[src/hw/rtl/rtcm3fx_pkg.sv]
package rtcm3fx_pkg;

  // pending byte buffer
  localparam int unsigned PEND_DEPTH = 2048;
  localparam int unsigned PEND_AW    = $clog2(PEND_DEPTH);
  localparam int unsigned CNT_W      = PEND_AW + 1;

  // frame limits
  localparam int unsigned FRAME_MAX  = 1029;
  localparam int unsigned FRAME_AW   = $clog2(FRAME_MAX + 1);
  localparam int unsigned ACC_AW     = FRAME_AW + 1;  // two banks
  localparam int unsigned MIN_FRAME  = 6;
  localparam int unsigned CRC_BYTES  = 3;

  localparam logic [7:0]  SYNC_BYTE   = 8'hD3;
  localparam logic [7:0]  LEN_HI_MASK = 8'hFC;
  localparam logic [24:0] CRC_POLY    = 25'h1864CFB;

  typedef enum logic {
    KIND_PUSH = 1'b0,
    KIND_READ = 1'b1
  } kind_e;

  typedef enum logic {
    RES_FRAME = 1'b0,
    RES_READ  = 1'b1
  } res_e;

  typedef struct packed {
    logic                kind;
    logic [7:0]          data_byte;
    logic [FRAME_AW-1:0] read_index;
  } item_t;

  // CRC-24Q, one byte, MSB first
  function automatic logic [23:0] crc24q_byte(logic [23:0] crc, logic [7:0] b);
    logic [24:0] t;
    t = {1'b0, crc[23:16] ^ b, 16'h0000};
    for (int k = 0; k < 8; k++) begin
      t = {t[23:0], 1'b0};
      if (t[24]) begin
        t = t ^ CRC_POLY;
      end
    end
    return {crc[15:0], 8'h00} ^ t[23:0];
  endfunction

endpackage

[src/hw/rtl/rtcm3fx_ifs.sv]
interface rtcm3fx_in_if;
  logic                                valid;
  logic                                ready;
  logic                                kind;
  logic [7:0]                          data_byte;
  logic [rtcm3fx_pkg::FRAME_AW-1:0]    read_index;

  modport source (output valid, kind, data_byte, read_index, input ready);
  modport sink   (input valid, kind, data_byte, read_index, output ready);
endinterface


[src/hw/rtl/rtcm3fx_front.sv]
module rtcm3fx_front (
  input  logic                clk_i,
  input  logic                rst_ni,
  rtcm3fx_in_if.sink          in_i,
  output logic                q_valid_o,
  output rtcm3fx_pkg::item_t  q_item_o,
  input  logic                q_pop_i
);

  rtcm3fx_pkg::item_t q_mem_q [2];
  logic       wr_ptr_q, rd_ptr_q;
  logic [1:0] cnt_q;
  logic       push, pop;

  assign in_i.ready = (cnt_q != 2'd2);
  assign push       = in_i.valid && in_i.ready;
  assign pop        = q_pop_i && (cnt_q != 2'd0);
  assign q_valid_o  = (cnt_q != 2'd0);
  assign q_item_o   = q_mem_q[rd_ptr_q];

  always_ff @(posedge clk_i or negedge rst_ni) begin
    if (!rst_ni) begin
      wr_ptr_q <= 1'b0;
      rd_ptr_q <= 1'b0;
      cnt_q    <= 2'd0;
    end else begin
      if (push) wr_ptr_q <= ~wr_ptr_q;
      if (pop)  rd_ptr_q <= ~rd_ptr_q;
      case ({push, pop})
        2'b10:   cnt_q <= cnt_q + 2'd1;
        2'b01:   cnt_q <= cnt_q - 2'd1;
        default: cnt_q <= cnt_q;
      endcase
    end
  end

  always_ff @(posedge clk_i) begin
    if (push) begin
      q_mem_q[wr_ptr_q] <= '{kind: in_i.kind, data_byte: in_i.data_byte,
                            read_index: in_i.read_index};
    end
  end

  a_cnt_bound: assert property (@(posedge clk_i) disable iff (!rst_ni)
    cnt_q <= 2'd2) else $error("queue overfilled");

endmodule

[src/flat_wrapper.sv]
// flat-port wrapper written by rule: the top's interface ports become plain ports
module rtcm3fx_front_flat 
  (clk_i, rst_ni, q_valid_o, q_item_o, q_pop_i, in_i_valid, in_i_kind, in_i_data_byte, in_i_read_index, in_i_ready);
  rtcm3fx_in_if in_i_i ();
  input  logic clk_i;
  input  logic rst_ni;
  output logic q_valid_o;
  output rtcm3fx_pkg::item_t q_item_o;
  input  logic q_pop_i;
  input wire logic [$bits(in_i_i.valid)-1:0] in_i_valid;
  input wire logic [$bits(in_i_i.kind)-1:0] in_i_kind;
  input wire logic [$bits(in_i_i.data_byte)-1:0] in_i_data_byte;
  input wire logic [$bits(in_i_i.read_index)-1:0] in_i_read_index;
  output wire logic [$bits(in_i_i.ready)-1:0] in_i_ready;
  assign in_i_i.valid = in_i_valid;
  assign in_i_i.kind = in_i_kind;
  assign in_i_i.data_byte = in_i_data_byte;
  assign in_i_i.read_index = in_i_read_index;
  assign in_i_ready = in_i_i.ready;
  rtcm3fx_front u_core (.clk_i(clk_i), .rst_ni(rst_ni), .in_i(in_i_i), .q_valid_o(q_valid_o), .q_item_o(q_item_o), .q_pop_i(q_pop_i));
endmodule
[config.mk]
export PLATFORM = sky130hd
export DESIGN_NAME = rtcm3fx_front_flat
export DESIGN_NICKNAME = d
export VERILOG_FILES = /design/src/hw/rtl/rtcm3fx_pkg.sv /design/src/hw/rtl/rtcm3fx_ifs.sv /design/src/hw/rtl/rtcm3fx_front.sv /design/src/flat_wrapper.sv
export SDC_FILE = /design/constraint.sdc
export NUM_CORES = 1
export LEC_CHECK = 0
export ABC_AREA = 1
export ABC_CLOCK_PERIOD_IN_PS = 2300
export BUFFER_PORTS_ARGS = -buffer_cell sky130_fd_sc_hd__buf_2
export CORE_MARGIN = 3
export CORE_UTILIZATION = 51
export DETAILED_ROUTE_END_ITERATION = 10
export GPL_TIMING_DRIVEN = 0
export PLACE_DENSITY = 0.79
export SLEW_MARGIN = 5
export SYNTH_ARGS = -nofsm -noshare
export SYNTH_HDL_FRONTEND = slang
export SYNTH_SLANG_ARGS = --single-unit
[constraint.sdc]
create_clock -name clk_i -period 2.3 [get_ports clk_i]
set_clock_uncertainty 0.1 [all_clocks]
set_input_delay 0.46 -clock clk_i [delete_from_list [all_inputs] [get_ports clk_i]]
set_output_delay 0.46 -clock clk_i [all_outputs]
set_load 0.05 [all_outputs]
; Word-level counts from Yosys, hierarchy flattened
; Memories as Yosys holds them, arrays and structs flattened.
; Cells that the tools add are included.
[op_classes]
addsub = 2
mul = 0
n_div = 0
magnitude_cmp = 0
n_eq_ne = 3
shift = 0
mux = 3
n_bitwise = 2
reduce_logical = 4
[ops]
columns = operator, n
row1 = 2-bit case mux with 2 select lines, 1
row2 = 2-bit nonzero test, 2
row3 = "2-bit by 1-bit adder with 2-bit output, second input constant", 1
row4 = "2-bit by 1-bit == test with 1-bit output, second input constant", 1
row5 = "2-bit == test, second input constant", 1
row6 = 1-bit logical AND, 2
row7 = 1-bit two-way mux, 2
row8 = "2-bit != test, second input constant", 1
row9 = 1-bit inverter, 2
row10 = "2-bit by 1-bit subtractor with 2-bit output, second input constant", 1
[totals]
ff_bits = 4
latchBits = 0
ram_bits = 40
romBits = 0
inputBits = 24
out_inout_bits = 22
elab_cells = 18
memories = 1
[memory_table]
columns = memory, words, width, read_ports, rd_clocked_by_memory_dff, write_ports, line_no
row1 = u_core.q_mem_q, 2, 20, 1, 0, 1, rtcm3fx_front.sv:10  ; rtcm3fx_pkg::item_t q_mem_q [2];

; Logic depth before layout (Yosys ltp)
[depth]
ltp_word = 4
mapped_depth = 10
depth_no_buf = 10

; Least setup slack after synthesis
; OpenSTA, ideal clock, no wires.
[synth_timing]
path_kind = flip-flop to flip-flop
from = register u_core.cnt_q[0]
to = memory u_core.q_mem_q[0][0] in the netlist's numbering (enable)
setup_ns = 0.397
t_arrival_ns = 1.557
t_required_ns = 1.803
setup_slack_ns = 0.246
stages_incl_launch_ff = 5
n_path_buf = 0
synth_period_minus_slack_ns = 2.054
cell_sequence = dfrtp_1 -> inv_2 -> nand2_4 -> nand2_4 -> nor2_1
[synth_between]
elab_chain_len = 4
[synth_rtl]
columns = element, line_no
row1 = "start, declared", rtcm3fx_front.sv:12  ; logic [1:0] cnt_q;
row2 = "start signal, assigned", rtcm3fx_front.sv:30  ; 2'b10: cnt_q <= cnt_q + 2'd1;
row3 = "start signal, assigned", rtcm3fx_front.sv:31  ; 2'b01: cnt_q <= cnt_q - 2'd1;
row4 = "start signal, assigned", rtcm3fx_front.sv:32  ; default: cnt_q <= cnt_q;
row5 = 2-bit != test, rtcm3fx_front.sv:15  ; assign in_i.ready = (cnt_q != 2'd2);
row6 = named net in_i_ready, flat_wrapper.sv:14  ; output wire logic [$bits(in_i_i.ready)-1:0] in_i_ready;
row7 = 1-bit logical AND, rtcm3fx_front.sv:16  ; assign push = in_i.valid && in_i.ready;
row8 = 1-bit two-way mux, rtcm3fx_front.sv:38  ; if (push) begin
row9 = 1-bit two-way mux (not written as such), rtcm3fx_front.sv:39  ; q_mem_q[wr_ptr_q] <= '{kind: in_i.kind, data_byte: in_i.data_byte,
row10 = "end, declared", rtcm3fx_front.sv:10
; The timed path passes the listed nets, and every way through them passes these cells.

==> flow_metrics.env <==
export IMPL_clkPwrFrac_pct=14.5
export IMPL_hold_class="input port to flop"
export IMPL_die_width_um=63.6
export IMPL_place_congestion=0.738
export IMPL_criticalPathCategory="flop to output pin"
export IMPL_setup_violations=0
export IMPL_finish_utilization_pct=66.8
export IMPL_syn_area_per_cell_sq_um=12.6
export IMPL_r2r_setup_slack_ps=640
export IMPL_cts_made_buffers=5
export IMPL_grt_max_degree=22
export IMPL_dr_pass1_iters=4
export IMPL_fin_setup_tns_ps=0
export IMPL_hold_viol_final=0
export IMPL_p_switching_mw=1.50
export IMPL_worstSkewPairLatency_ps=350
export IMPL_die_area_sq_mm=0.00404
export IMPL_timing_fmax_mhz=493
export IMPL_htreeDepth=2
export IMPL_cts_tree="built"
export IMPL_rsz0062_at_grt="no"
export IMPL_die_y_um=63.6
export IMPL_maxCapViolCount=0
export IMPL_clk_pin_slew_worst_paths_ps=120
export IMPL_syn_nets=159
export IMPL_p_int_mw=1.66
export IMPL_crit_arrival_ps=1470
export IMPL_ir_worst_vdd_mv=1.07
export IMPL_layout_drive_gt1_share_pct=33.9
export IMPL_max_slew_margin_pct=58.7
export IMPL_min_path_cells=1
export IMPL_row_count=20
export IMPL_pwr_share_comb_pct=48.6
export IMPL_setup_worst_path_start_class="flop"
export IMPL_grt_overflow_total=0
export IMPL_p_seq_share_pct=37.0
export IMPL_grt_pass1_wl_mm=4.60
export IMPL_syn_cell_area_sq_mm=0.00169
export IMPL_worstPathRequired_ps=1740
export IMPL_hold_path_endpoint="u_core.q_mem_q[1][19]"
export IMPL_r2r_end="u_core.q_mem_q[0][16]"
export IMPL_min_period_ps=2030
export IMPL_wl_per_cell_um=12.3
export IMPL_holdWs_ps=188
export IMPL_place_area_sq_mm=0.00199
export IMPL_leakage_nw=0.937
export IMPL_cts_root_buf="clkbuf_4"
export IMPL_final_common_cell="nand2_1"
export IMPL_first_iter_violations=43
export IMPL_synth_top_area_share_pct=71.1
export IMPL_finalNetCount=213
export IMPL_synth_area_top_cells="edfxtp_1 (71%), nand2_1 (15%), dfrtp_1 (5.9%)"
export IMPL_cts_sinks=44
export IMPL_swShare_pct=47.5
export IMPL_final_max_slew_viol_count=0
export IMPL_timing_rr_start="u_core.cnt_q[0]"
export IMPL_yosysWarnings=0
export IMPL_cts_setup_buffers=0
export IMPL_crit_fanout=10
export IMPL_port_buffer_count=45
export IMPL_drcViolationCount=0
export IMPL_synth_seq_area_share_pct=77.0
export IMPL_most_common_layout_cells="nand2_1 (67), buf_2 (49), edfxtp_1 (40)"
export IMPL_grt_pass1_vias=1078
export IMPL_ios=46
export IMPL_dp_hpwl_mm=2.02
export IMPL_grtUsageTotal_pct=15.5
export IMPL_antenna_found_initial=0
export IMPL_clockBufferDepth=2
export IMPL_vias_per_cell=4.66
export IMPL_wirelength_mm=2.87
export IMPL_via_count=1085
export IMPL_syn_inst=134
export IMPL_outcome="finished clean"
export IMPL_ant_nets=0
export IMPL_power_total_mw=3.16
export IMPL_finalCritPeriodShare_pct=88.2
export IMPL_synthToLayoutAreaGrowth_pct=22.7
export IMPL_tightestPinTransition_ps=619
export IMPL_diodes=0
export IMPL_worstHoldStart="in_i_kind"
export IMPL_start_util_pct=54.4
export IMPL_core_area_sq_mm=0.00310
export IMPL_powerDensity_mw_per_mm2=1520
export IMPL_synth_cell_type_count=15
export IMPL_end_kind="output pin"
export IMPL_final_cell_area_sq_mm=0.00207
export IMPL_ys_ff_latch=44
export IMPL_yosys_area_top_type="edfxtp_1"
export IMPL_reg2reg_depth=5
==> flip-flops by register name (all words and copies together) (netlist names) <==
register	count
u_core.wr_ptr_q	1
u_core.q_mem_q	40
u_core.cnt_q	2
u_core.rd_ptr_q	1
==> power groups by stage <==
| stage | sequential (mW) | combinational (mW) | clock [mW] |
|---|---|---|---|
| after floorplan | 1.17 | 1.19 | 0 |
| after global placement | 1.18 | 1.49 | 0 |
| after detailed placement | 1.19 | 1.54 | 0 |
| after CTS | 1.17 | 1.55 | 0.471 |
| after global routing | 1.19 | 1.65 | 0.499 |
| final | 1.17 | 1.53 | 0.458 |
==> metrics by stage <==
stage	worst slack, ps	std cells
after CTS	244	233
after global routing	146	233
final	271	233
after detailed placement	552	224
after floorplan	246	134
after global placement	-116	223
==> how the worst max path moves through the flow <==
stage                    start                     to  slack, ps
2_1_floorplan  u_core.cnt_q[0]   u_core.q_mem_q[0][0]        250
3_3_place_gp        in_i_valid   u_core.q_mem_q[0][0]       -120
3_5_place_dp        in_i_valid  u_core.q_mem_q[0][18]        550
4_1_cts        u_core.rd_ptr_q            q_item_o[2]        240
5_1_grt        u_core.rd_ptr_q            q_item_o[8]        150
6_report       u_core.rd_ptr_q            q_item_o[9]        270
==> final cells by class <==
cell class                 instances  area (sq um)
multi-input combinational         79           344
buffer                             4          20.0
sequential                        44          1300
fill                             260          1030
clock inverter                     2          35.0
timing repair buffer              47           250
clock buffer                       6          41.3
tap                               44          55.1
inverter                           7          26.3
==> cells by family after synthesis <==
kind of cell,count (synthesis),synth area share (%)
AND/OR/NAND/NOR,76,18.7
flip-flops,44,77.0
buffers and inverters,11,2.74
AO/OA/AOI/OAI,1,0.296
XOR/XNOR,1,0.519
adder cells (fa/ha/maj),1,0.741
==> metal layers <==
| metal | part of all wire, % | global-route usage (%) | routed length, um |
|---|---|---|---|
| met5 | 0 | 0 | 0 |
| met4 | 2.0 | 9.97 | 58 |
| met3 | 7.6 | 4.46 | 217 |
| met2 | 50 | 27.0 | 1440 |
| met1 | 40 | 16.2 | 1160 |
==> synthesized netlist by cell type (all sizes together) <==
cell	n
nand2	70
edfxtp	40
inv	7
buf	4
dfrtp	4
nor2	3
nand3	2
a21oi	1
ha	1
nand4	1
xnor2	1
==> worst max-delay path: stages (launching register included) <==
cell	delay, ps
dfrtp_1	430
inv_2	70
buf_2	210
nand2_1	70
nand2_1	80
buf_2	260
==> repair_timing <==
| item | in CTS | in global routing |
|---|---|---|
| resized for setup | 0 | 0 |
| hold buffers | 1 | 0 |
| hold endpoints to repair | 4 | 0 |
No activity file was read; power rests on OpenSTA's default activity.
